==> src/hw/rtl/pnf_pkg.sv <==
// Shared types, constants and a helper function for the padded number formatter.
package pnf_pkg;

  localparam int VALUE_W     = 32;
  localparam int CONV_W      = 2;
  localparam int PAD_W       = 4;
  localparam int CHAR_W      = 8;
  localparam int NUM_DIGITS  = 10;
  localparam int DIGIT_W     = 4;
  localparam int BCD_W       = NUM_DIGITS * DIGIT_W;
  localparam int HEX_DIGITS  = VALUE_W / DIGIT_W;
  localparam int CONV_STEPS  = VALUE_W;
  localparam int STEP_W      = $clog2(CONV_STEPS);
  localparam int QUEUE_DEPTH = 2;

  localparam logic [PAD_W-1:0]  MAX_PAD    = 4'd9;
  localparam logic [CHAR_W-1:0] CHAR_ZERO  = 8'h30;
  localparam logic [CHAR_W-1:0] CHAR_LOWA  = 8'h61;
  localparam logic [CHAR_W-1:0] CHAR_MINUS = 8'h2d;
  localparam logic [CHAR_W-1:0] CHAR_SPACE = 8'h20;
  localparam logic [DIGIT_W-1:0] DEC_RADIX = 4'd10;

  typedef enum logic [CONV_W-1:0] {
    CONV_SDEC = 2'd0,
    CONV_UDEC = 2'd1,
    CONV_HEX  = 2'd2,
    CONV_RSVD = 2'd3
  } conv_t;

  typedef enum logic [1:0] {
    B_IDLE,
    B_CONV,
    B_SIZE,
    B_EMIT
  } back_state_t;

  typedef struct packed {
    logic [VALUE_W-1:0] mag;
    logic               neg;
    logic               hex;
    logic [PAD_W-1:0]   pad;
    logic               zpad;
  } pnf_item_t;

  function automatic logic [CHAR_W-1:0] digit_char(input logic [DIGIT_W-1:0] d);
    logic [CHAR_W-1:0] c;
    if (d < DEC_RADIX) begin
      c = CHAR_ZERO + CHAR_W'(d);
    end else begin
      c = CHAR_LOWA + CHAR_W'(d - DEC_RADIX);
    end
    return c;
  endfunction

endpackage

==> src/hw/rtl/pnf_front.sv <==
// Front end: accepts numbers, derives sign, magnitude, radix and pad, pushes to the queue.
module pnf_front (
  input  logic                        in_valid,
  output logic                        in_stall,
  input  logic [pnf_pkg::VALUE_W-1:0] in_value,
  input  logic [pnf_pkg::CONV_W-1:0]  in_conversion,
  input  logic [pnf_pkg::PAD_W-1:0]   in_pad_width,
  input  logic                        in_zero_pad,
  input  logic                        q_full,
  output logic                        q_push,
  output pnf_pkg::pnf_item_t          q_data
);
  import pnf_pkg::*;

  conv_t conv;

  assign conv     = conv_t'(in_conversion);
  assign in_stall = q_full;
  assign q_push   = in_valid && !q_full;

  always_comb begin
    q_data.neg  = (conv == CONV_SDEC) && in_value[VALUE_W-1];
    q_data.mag  = q_data.neg ? (~in_value + VALUE_W'(1)) : in_value;
    q_data.hex  = (conv == CONV_HEX);
    q_data.pad  = (in_pad_width > MAX_PAD) ? MAX_PAD : in_pad_width;
    q_data.zpad = in_zero_pad;
  end

endmodule

==> src/hw/rtl/pnf_queue.sv <==
// Short queue of classified numbers between the front and back ends.
module pnf_queue #(
  parameter int DEPTH = pnf_pkg::QUEUE_DEPTH
) (
  input  logic               clk,
  input  logic               rst_n,
  input  logic               push,
  input  pnf_pkg::pnf_item_t push_data,
  output logic               full,
  input  logic               pop,
  output logic               not_empty,
  output pnf_pkg::pnf_item_t pop_data
);
  import pnf_pkg::*;

  localparam int PTR_W = (DEPTH > 1) ? $clog2(DEPTH) : 1;
  localparam int CNT_W = $clog2(DEPTH + 1);

  pnf_item_t        mem_r [DEPTH];
  logic [PTR_W-1:0] wr_ptr_r, wr_ptr_nxt;
  logic [PTR_W-1:0] rd_ptr_r, rd_ptr_nxt;
  logic [CNT_W-1:0] count_r, count_nxt;

  assign full      = (count_r == CNT_W'(DEPTH));
  assign not_empty = (count_r != '0);
  assign pop_data  = mem_r[rd_ptr_r];

  always_comb begin
    wr_ptr_nxt = wr_ptr_r;
    rd_ptr_nxt = rd_ptr_r;
    count_nxt  = count_r;
    if (push) begin
      wr_ptr_nxt = (wr_ptr_r == PTR_W'(DEPTH - 1)) ? '0 : wr_ptr_r + PTR_W'(1);
    end
    if (pop) begin
      rd_ptr_nxt = (rd_ptr_r == PTR_W'(DEPTH - 1)) ? '0 : rd_ptr_r + PTR_W'(1);
    end
    if (push && !pop) begin
      count_nxt = count_r + CNT_W'(1);
    end else if (pop && !push) begin
      count_nxt = count_r - CNT_W'(1);
    end
  end

  always_ff @(posedge clk) begin
    if (!rst_n) begin
      wr_ptr_r <= '0;
      rd_ptr_r <= '0;
      count_r  <= '0;
    end else begin
      wr_ptr_r <= wr_ptr_nxt;
      rd_ptr_r <= rd_ptr_nxt;
      count_r  <= count_nxt;
    end
  end

  always_ff @(posedge clk) begin
    if (push) begin
      mem_r[wr_ptr_r] <= push_data;
    end
  end

endmodule

==> src/hw/rtl/pnf_back.sv <==
// Back end: shift-add binary to decimal conversion, sizing and character emission.
module pnf_back (
  input  logic                       clk,
  input  logic                       rst_n,
  input  logic                       q_valid,
  input  pnf_pkg::pnf_item_t         q_data,
  output logic                       q_pop,
  output logic                       out_valid,
  input  logic                       out_stall,
  output logic [pnf_pkg::CHAR_W-1:0] out_char,
  output logic                       out_last
);
  import pnf_pkg::*;

  back_state_t       state_r, state_nxt;
  pnf_item_t         item_r;
  logic [BCD_W-1:0]  bcd_r;
  logic [VALUE_W-1:0] bin_r;
  logic [STEP_W-1:0] step_r;
  logic [PAD_W-1:0]  pad_left_r;
  logic              sign_r;
  logic [DIGIT_W-1:0] dig_idx_r;
  logic              out_valid_r, out_valid_nxt;
  logic [CHAR_W-1:0] out_char_r, out_char_nxt;
  logic              out_last_r;

  logic              load, conv_step, size, emit, out_free, last_char, conv_done;
  logic [BCD_W-1:0]  bcd_adj;
  logic [DIGIT_W-1:0] digits [NUM_DIGITS];
  logic [DIGIT_W-1:0] top;
  logic [PAD_W-1:0]  text_len;

  always_comb begin
    for (int i = 0; i < NUM_DIGITS; i++) begin
      digits[i] = bcd_r[i*DIGIT_W +: DIGIT_W];
      bcd_adj[i*DIGIT_W +: DIGIT_W] = (digits[i] >= 4'd5) ? digits[i] + 4'd3 : digits[i];
    end
  end

  always_comb begin
    top = '0;
    for (int i = 1; i < NUM_DIGITS; i++) begin
      if (digits[i] != '0) begin
        top = DIGIT_W'(i);
      end
    end
    text_len = PAD_W'(top) + PAD_W'(1) + PAD_W'(item_r.neg);
  end

  assign conv_done = (step_r == STEP_W'(CONV_STEPS - 1));
  assign out_free  = !out_valid_r || !out_stall;
  assign last_char = (pad_left_r == '0) && !sign_r && (dig_idx_r == '0);

  always_comb begin
    state_nxt = state_r;
    unique case (state_r)
      B_IDLE: begin
        if (q_valid) begin
          state_nxt = q_data.hex ? B_SIZE : B_CONV;
        end
      end
      B_CONV: begin
        if (conv_done) begin
          state_nxt = B_SIZE;
        end
      end
      B_SIZE: state_nxt = B_EMIT;
      B_EMIT: begin
        if (out_free && last_char) begin
          state_nxt = B_IDLE;
        end
      end
      default: state_nxt = B_IDLE;
    endcase
  end

  always_comb begin
    load      = 1'b0;
    conv_step = 1'b0;
    size      = 1'b0;
    emit      = 1'b0;
    unique case (state_r)
      B_IDLE:  load      = q_valid;
      B_CONV:  conv_step = 1'b1;
      B_SIZE:  size      = 1'b1;
      B_EMIT:  emit      = out_free;
      default: load      = 1'b0;
    endcase
  end

  assign q_pop = load;

  always_comb begin
    if (pad_left_r != '0) begin
      out_char_nxt = item_r.zpad ? CHAR_ZERO : CHAR_SPACE;
    end else if (sign_r) begin
      out_char_nxt = CHAR_MINUS;
    end else begin
      out_char_nxt = digit_char(digits[dig_idx_r]);
    end
    if (emit) begin
      out_valid_nxt = 1'b1;
    end else begin
      out_valid_nxt = out_valid_r && out_stall;
    end
  end

  always_ff @(posedge clk) begin
    if (!rst_n) begin
      state_r     <= B_IDLE;
      out_valid_r <= 1'b0;
    end else begin
      state_r     <= state_nxt;
      out_valid_r <= out_valid_nxt;
    end
  end

  always_ff @(posedge clk) begin
    if (load) begin
      item_r <= q_data;
      bin_r  <= q_data.mag;
      bcd_r  <= q_data.hex ? BCD_W'(q_data.mag) : '0;
      step_r <= '0;
    end
    if (conv_step) begin
      bcd_r  <= {bcd_adj[BCD_W-2:0], bin_r[VALUE_W-1]};
      bin_r  <= {bin_r[VALUE_W-2:0], 1'b0};
      step_r <= step_r + STEP_W'(1);
    end
    if (size) begin
      dig_idx_r  <= top;
      sign_r     <= item_r.neg;
      pad_left_r <= (item_r.pad > text_len) ? item_r.pad - text_len : '0;
    end
    if (emit) begin
      out_char_r <= out_char_nxt;
      out_last_r <= last_char;
      if (pad_left_r != '0) begin
        pad_left_r <= pad_left_r - PAD_W'(1);
      end else if (sign_r) begin
        sign_r <= 1'b0;
      end else if (dig_idx_r != '0) begin
        dig_idx_r <= dig_idx_r - DIGIT_W'(1);
      end
    end
  end

  assign out_valid = out_valid_r;
  assign out_char  = out_char_r;
  assign out_last  = out_last_r;

endmodule

==> src/hw/rtl/padded_number_formatter.sv <==
// Top level of the padded number formatter.
// Formats a 32-bit value as signed decimal, unsigned decimal or lower-case hex
// text, one ASCII character per output transfer, most significant first, with
// out_last on the final character; pad characters ('0' or ' ') come before any
// '-' sign, and the pad width (saturated at 9) counts the sign. The front end
// takes a number in the cycle it is offered while a two-entry queue has room.
// The back end handles one number at a time: a decimal number passes through a load
// state, the shift-add conversion state and a sizing state, then emits its characters
// (1 to 11) one per output transfer; a hex number skips the converter. The back
// end takes no new number until the last character of the previous one is emitted;
// its 32-step shift-add converter, the emission and any output stalls set the throughput.
module padded_number_formatter #(
  parameter int QUEUE_DEPTH = pnf_pkg::QUEUE_DEPTH
) (
  input  logic                        clk,
  input  logic                        rst_n,
  input  logic                        in_valid,
  output logic                        in_stall,
  input  logic [pnf_pkg::VALUE_W-1:0] in_value,
  input  logic [pnf_pkg::CONV_W-1:0]  in_conversion,
  input  logic [pnf_pkg::PAD_W-1:0]   in_pad_width,
  input  logic                        in_zero_pad,
  output logic                        out_valid,
  input  logic                        out_stall,
  output logic [pnf_pkg::CHAR_W-1:0]  out_char,
  output logic                        out_last
);
  import pnf_pkg::*;

  pnf_item_t push_data, pop_data;
  logic      push, pop, full, not_empty;

  pnf_front u_front (
    .in_valid      (in_valid),
    .in_stall      (in_stall),
    .in_value      (in_value),
    .in_conversion (in_conversion),
    .in_pad_width  (in_pad_width),
    .in_zero_pad   (in_zero_pad),
    .q_full        (full),
    .q_push        (push),
    .q_data        (push_data)
  );

  pnf_queue #(
    .DEPTH (QUEUE_DEPTH)
  ) u_queue (
    .clk       (clk),
    .rst_n     (rst_n),
    .push      (push),
    .push_data (push_data),
    .full      (full),
    .pop       (pop),
    .not_empty (not_empty),
    .pop_data  (pop_data)
  );

  pnf_back u_back (
    .clk       (clk),
    .rst_n     (rst_n),
    .q_valid   (not_empty),
    .q_data    (pop_data),
    .q_pop     (pop),
    .out_valid (out_valid),
    .out_stall (out_stall),
    .out_char  (out_char),
    .out_last  (out_last)
  );

endmodule

==> config.mk <==
export PLATFORM = sky130hd
export DESIGN_NAME = padded_number_formatter
export DESIGN_NICKNAME = d
export VERILOG_FILES = /design/src/hw/rtl/pnf_pkg.sv /design/src/hw/rtl/pnf_front.sv /design/src/hw/rtl/pnf_queue.sv /design/src/hw/rtl/pnf_back.sv /design/src/hw/rtl/padded_number_formatter.sv
export SDC_FILE = /design/constraint.sdc
export NUM_CORES = 1
export LEC_CHECK = 0
export ABC_CLOCK_PERIOD_IN_PS = 3300
export BUFFER_PORTS_ARGS = -buffer_cell sky130_fd_sc_hd__buf_2
export CAP_MARGIN = 20
export CORE_MARGIN = 5
export CORE_UTILIZATION = 46
export CTS_BUF_LIST = sky130_fd_sc_hd__clkbuf_8
export DETAILED_ROUTE_END_ITERATION = 10
export HOLD_SLACK_MARGIN = 0.06
export PLACE_DENSITY = 0.7
export SETUP_SLACK_MARGIN = 0.02
export SLEW_MARGIN = 15
export SYNTH_ARGS = -nofsm -noshare
export SYNTH_HDL_FRONTEND = slang
export SYNTH_SLANG_ARGS = --single-unit
==> constraint.sdc <==
create_clock -name clk -period 3.3 [get_ports clk]
set_clock_uncertainty 0.15 [all_clocks]
set_input_delay 0.495 -clock clk [delete_from_list [all_inputs] [get_ports clk]]
set_output_delay 0.495 -clock clk [all_outputs]
set_load 0.01 [all_outputs]
# Word level (Yosys, flattened, before mapping)
# Memories as Yosys holds them, arrays and structs flattened. A register that Yosys moved wholly into a read port is not among the register bits.
# Cells that the tools add are included.
# op_classes
addsub,24
n_lt_le_gt_ge,14
n_eq_ne,9
muxes,66
bitwise_logic,2
n_reduce_logical,34
# ops
op,count
two-way mux 32 bit,4
two-way mux 4 bit,23
two-way mux 40 bit,2
nonzero test 4 bit,11
>= comparator 4 x 3 -> 1 bit (second input constant),10
adder 4 x 2 -> 4 bit (second input constant),9
adder 32 x 1 -> 32 bit (second input constant),1
NOT 32 bit,1
two-way mux 8 bit,3
binary-select mux 4 bit (select 4 bit),1
two-way mux 1 bit,16
two-way mux 2 bit,8
two-way mux 3 bit,5
two-way mux 5 bit,3
adder 7 x 8 -> 8 bit (first input constant),1
equality test 2 bit (second input constant),4
logical AND 1 bit,8
logical NOT 4 bit,2
case mux 2 bit (4 select lines),1
subtractor 4 x 1 -> 4 bit (second input constant),2
adder 6 x 4 -> 7 bit (first input constant),1
logical NOT 1 bit,6
!= test 2 x 1 -> 1 bit (second input constant),3
nonzero test 2 bit,3
other kinds (19),21
# word_totals
ff_bits,108
mem_bits_rw,78
inputBits,43
out_inout_bits,11
mem_count,1
# mem_list
name,depth,width,rd,rd_ports_with_merged_regs,wr,line_no,rtl
u_queue.mem_r,2,39,1,1,1,pnf_queue.sv:19,pnf_item_t mem_r [DEPTH];

# Logic depth before layout (Yosys ltp)
# depth
ltp_word,17
depth_mapped,19

# Modules after synthesis
# From an unflattened synthesis, not the netlist that was laid out.
# unflattened
cells_unflattened,886
area_unflattened_um2,10128.5
# by_module_without_submodules
module,n_inst,cells_per_inst,area_per_inst_um2,seq_area_each_um2
pnf_back,1,628,6284.8,2992.9
pnf_queue,1,143,3031.7,2442.3
pnf_front,1,115,812.0,0.0

# Least setup slack after synthesis
# OpenSTA, ideal clock, no wires.
# synth_timing
path_kind,flip-flop to flip-flop
start,register u_back.bcd_r[4]
end,register u_back.pad_left_r[1]
setup_ns,0.126
arrival_time_ns,3.348
required_time_ns,3.024
slack_ns,-0.324
path_stages_with_launch,20
period_less_slack_ns,3.624
cell_sequence,edfxtp_1 > inv_1 > ha_1 > or3b_2 > a31oi_1 > o211ai_1 > a31oi_1 > o21ai_0 > inv_1 > ha_1 > inv_1 > ha_1 > inv_1 > fa_1 > a21oi_1 > nor2b_1 > o21ai_0 > a41oi_1 > a221oi_1 > a21oi_1
# synth_between
elab_chain_len,17
elab_cells_between_ends,18
classes_between,add/sub: 3; order compare: 1; mux: 13; reduce/logical: 1
# synth_rtl
item,line_no,rtl
start: declaration,pnf_back.sv:17,logic [BCD_W-1:0] bcd_r;
start signal: assignment,pnf_back.sv:122,bcd_r <= q_data.hex ? BCD_W'(q_data.mag) : '0;
start signal: assignment,pnf_back.sv:126,"bcd_r <= {bcd_adj[BCD_W-2:0], bin_r[VALUE_W-1]};"
nonzero test 4 bit *,pnf_back.sv:43,if (digits[i] != '0) begin
two-way mux 1 bit *,pnf_back.sv:43,
two-way mux 2 bit * (2 in a row),pnf_back.sv:43,
two-way mux 3 bit * (4 in a row),pnf_back.sv:43,
two-way mux 4 bit * (2 in a row),pnf_back.sv:43,
adder 4 x 1 -> 4 bit * (2 in a row),pnf_back.sv:47,text_len = PAD_W'(top) + PAD_W'(1) + PAD_W'(item_r.neg);
subtractor 4 bit or greater-than comparator 4 bit (tied branches),pnf_back.sv:133,pad_left_r <= (item_r.pad > text_len) ? item_r.pad - text_len : '0;
two-way mux 4 bit *,pnf_back.sv:133,
two-way mux 4 bit *,pnf_back.sv:130,if (size) begin
two-way mux 4 bit,pnf_back.sv:138,if (pad_left_r != '0) begin
two-way mux 4 bit *,pnf_back.sv:135,if (emit) begin
end signal: assignment,pnf_back.sv:133,
end signal: assignment,pnf_back.sv:139,pad_left_r <= pad_left_r - PAD_W'(1);
end: declaration,pnf_back.sv:20,logic [PAD_W-1:0] pad_left_r;
# Mark *: on every way between the ends. The rest lies on a longest branch, timed or not.
# A chain may end at the register's enable or synchronous reset.

# Final worst setup path
# layout_timing
start,register u_back.bcd_r[12]
end,register u_back.pad_left_r[3]
# layout_between
elab_chain_len,15
elab_cells_between_ends,16
classes_between,add/sub: 3; order compare: 1; mux: 11; reduce/logical: 1
# layout_rtl
item,line_no
nonzero test 4 bit *,pnf_back.sv:43
two-way mux 2 bit *,pnf_back.sv:43
two-way mux 3 bit * (4 in a row),pnf_back.sv:43
two-way mux 4 bit * (2 in a row),pnf_back.sv:43
adder 4 x 1 -> 4 bit * (2 in a row),pnf_back.sv:47
subtractor 4 bit or greater-than comparator 4 bit (tied branches),pnf_back.sv:133
two-way mux 4 bit *,pnf_back.sv:133
two-way mux 4 bit *,pnf_back.sv:130
two-way mux 4 bit,pnf_back.sv:138
two-way mux 4 bit *,pnf_back.sv:135
# Marks and branches as above.

==> flow_summary_export.csv <==
group,metric,value,unit
worst_setup_path,cpMostUsedCell,"ha_4",
synthesis,ys_types,68,
placement,routabilityCongestion,0.7866,
synthesis,synth_edf_count,168,
finish,fillers,1773,
detailed_routing,dr_total_vias,6692,
worst_setup_path,worst-path-buf-inv,3,
floorplanning,core,0.02115,mm^2
worst_setup_path,rrSetupSlack,-0.17,ns
status,violations,"negative setup slack",
sta,slew-limit-headroom,37.60,%
hold_path,worstHoldStart,"in_pad_width[3]",
synthesis,syn_area_per_cell,11.32,um^2
worst_setup_path,r2r_start,"u_back.bcd_r[12]",
synthesis,postSynthCellCount,878,
synthesis,synthXorXnorAreaFrac,5.201,%
finish,n_antenna_cell,0,
synthesis,synth.area.mux_share,6.662,%
sta,tns,-0.4784,ns
global_routing,grt_pass1_wl,31.46,mm
sta,rsz0062_at_grt,"yes",
clock_network,clk_latency,0.46,ns
synthesis,syn_area,0.009936,mm^2
finish,final_common_cell,"edfxtp_1",
sta,drv_slew,0,
clock_network,clkTransAtPathRegs,0.10,ns
placement,placed_cell_area,0.01089,mm^2
clock_network,tritoncts.num_buffers,17,
placement,dp_hpwl,13.54,mm
worst_setup_path,ff2ff_path_depth,19,
power_and_ir_drop,ir_worst_vdd,0.0004171,V
floorplanning,initial_core_util,46.97,%
global_routing,grt_pass1_vias,6428,
floorplanning,die_w,157.0,um
synthesis,ys.flop_type,"edfxtp_1",
placement,port_buffers,52,
sta,fmax,0.2880,GHz
worst_setup_path,r2r_end,"u_back.pad_left_r[3]",
hold_path,hold_path_depth,1,
sta,layout_min_cycle_time,3.472,ns
hold_path,hp-class,"in2reg",
sta,hold_violations,0,
global_routing,grt_max_degree,117,
detailed_routing,ant_nets,0,
worst_setup_path,slowest_stage,"edfxtp_1",
synthesis,synthSimpleGateAreaFrac,12.67,%
finish,fin_util,54.19,%
sta,whs,0.1068,ns
power_and_ir_drop,power_density,947.2,mW/mm^2
worst_setup_path,cp.arrival,3.71,ns
global_routing,grt_use_total,15.80,%
sta,post-route-period-util,105.2,%
finish,regArea,0.005408,mm^2
detailed_routing,wl_per_cell,15.22,um
status,status,"finished, violations left",
clock_network,cts_buffer_depth,2,
power_and_ir_drop,total_power,10.86,mW
finish,area_growth,15.38,%
synthesis,yosys_warnings,0,
floorplanning,die_area,0.02464,mm^2
finish,final_area,0.01146,mm^2
synthesis,synth_top_family_by_area,"simple AND/OR/NAND/NOR gates",
hold_path,whs_endpoint,"u_queue.mem_r[0][4]",
worst_setup_path,critical-path-top-delay-family,"compound AO/OA/AOI/OAI gates",
sta,setup_ws,-0.1725,ns
detailed_routing,first_iter_violations,452,
finish,nNetsFinal,1049,
detailed_routing,finalWirelength,19.04,mm
finish,multi_input_area,0.004383,mm^2
synthesis,async_flop_share,0,%
worst_setup_path,cp_max_fo,2,
finish,layout-drive-gt1-share,21.21,%
floorplanning,core.rowCount,53,
clock_network,cts_sinks,186,
finish,layout.cells.non_filler,1251,
global_routing,antenna_found_initial,0,
power_and_ir_drop,power.static_leakage,4.204,nW
clock_network,cts_root_buffer,"clkbuf_8",
clock_network,cts.htree.levels,4,
synthesis,synthesis.nets,964,
sta,setup_viol,4,
synthesis,synth_compound_area_share,12.00,%
worst_setup_path,slowest_delay,0.41,ns
synthesis,synth-seq-cells,186,
placement,placedCellCount,1213,
detailed_routing,first_pass_iters,5,
worst_setup_path,path_class,"reg2reg",
finish,layout_common_cells,"168 x edfxtp_1, 111 x nand2_1, 63 x o31ai_1",
clock_network,cts_tree,"built",
synthesis,synthAdderAreaFrac,5.490,%
floorplanning,fp.dieH,157.0,um
worst_setup_path,endpoint_kind,"flop",
sta,tightest_slew,0.9360,ns
detailed_routing,via_per_inst,5.349,
placement,dpl_worst_slack,-0.3327,ns
floorplanning,io_pins,54,
detailed_routing,drcViolationCount,0,
worst_setup_path,critPathRequiredTime,3.54,ns
global_routing,grt_overflow,0,
synthesis,ys_seq_area_share,54.40,%
worst_setup_path,crit_chain,"inv_2 -> ha_4 -> or3b_4 -> a31oi_4 -> o211ai_1 -> a31oi_1 -> o21ai_1 -> inv_1 -> ha_2 -> inv_2 -> ha_4 -> xnor2_4 -> ha_4 -> a21oi_2 -> nor2b_1 -> o21ai_2 -> a41oi_2 -> nand2_1 -> o221ai_2",
flow_run,maxCapViolCount,0,
worst_setup_path,start_kind,"flop",
-- worst max path at each step --
stage | cells after the start | to | startpoint
6_report | 19 | u_back.pad_left_r[3] | u_back.bcd_r[12]
5_1_grt | 19 | u_back.pad_left_r[3] | u_back.bcd_r[12]
4_1_cts | 19 | u_back.pad_left_r[1] | u_back.bcd_r[12]
3_5_place_dp | 19 | u_back.pad_left_r[1] | u_back.bcd_r[5]
3_3_place_gp | 19 | u_back.pad_left_r[1] | u_back.bcd_r[5]
2_1_floorplan | 19 | u_back.pad_left_r[1] | u_back.bcd_r[12]
-- cell families (layout without fill, tap and decap cells) --
group,Yosys count,in the layout
compound gates,185,185
xor+xnor,59,59
fa+ha+maj,43,43
buf+inv,91,189
flops,186,186
mux,60,60
other cells,1,1
simple gates,253,253
-- where the power goes --
group	switching (mW)	internal, mW
combinational	2.80	2.22
clock	0.882	0.728
sequential	0.497	3.73
total	4.18	6.67
-- cell type report --
| cell class | instances | area share, % |
|---|---|---|
| Clock buffer | 18 | 2.161 |
| Clock inverter | 14 | 1.572 |
| Inverter | 50 | 1.637 |
| Multi-Input combinational cell | 601 | 38.23 |
| Sequential cell | 186 | 47.17 |
| Tap cell | 275 | 3.002 |
| Timing Repair Buffer | 107 | 6.221 |
-- Yosys cell counts (all sizes together), types with 9 or more instances --
master	number	area (um^2)
o21ai	51	255.2
mux2	9	101.4
a21oi	32	160.2
mux2i	47	470.5
nand2b	23	143.9
nand2	113	429.2
inv	50	187.7
ha	42	525.5
xor2	27	236.5
o31ai	64	485.5
nor3	9	45.04
dfxtp	18	360.4
nor2	50	190.2
edfxtp	168	5045
xnor2	32	280.3
clkbuf	33	123.9
and2	10	62.56
-- state kept, by name (all words and copies together), names as in the netlist, named ones only --
signal	flops
u_queue.wr_ptr_r	1
u_back.item_r	6
u_back.state_r	2
u_back.bin_r	32
u_back.out_char	7
u_back.sign_r	1
u_back.pad_left_r	4
u_back.out_valid	1
u_queue.count_r	2
u_queue.rd_ptr_r	1
u_back.dig_idx_r	4
u_queue.mem_r	78
u_back.step_r	5
u_back.out_last	1
u_back.bcd_r	40
-- repair_timing --
| item | in CTS | in global routing |
|---|---|---|
| gates resized for setup | 14 | 7 |
| setup buffers | 4 | 1 |
| hold buffers | 1 | 0 |
| pin swaps | 14 | 3 |
| hold endpoints to repair | 2 | 0 |
| endpoints found under the setup margin | 4 | 5 |
-- metal layers --
metal  part of all wire (%)  wire length [um]  GRT usage [%]  vias up
met1                     47              8932          21.65     3179
met5                      0                 0              0        -
met4                    1.5               279          4.463        0
li1                       -                 -              -     3362
met2                     48              9099          26.08      132
met3                    3.8               729          2.722       19
Note: power is estimated with default switching activity, not from simulation.
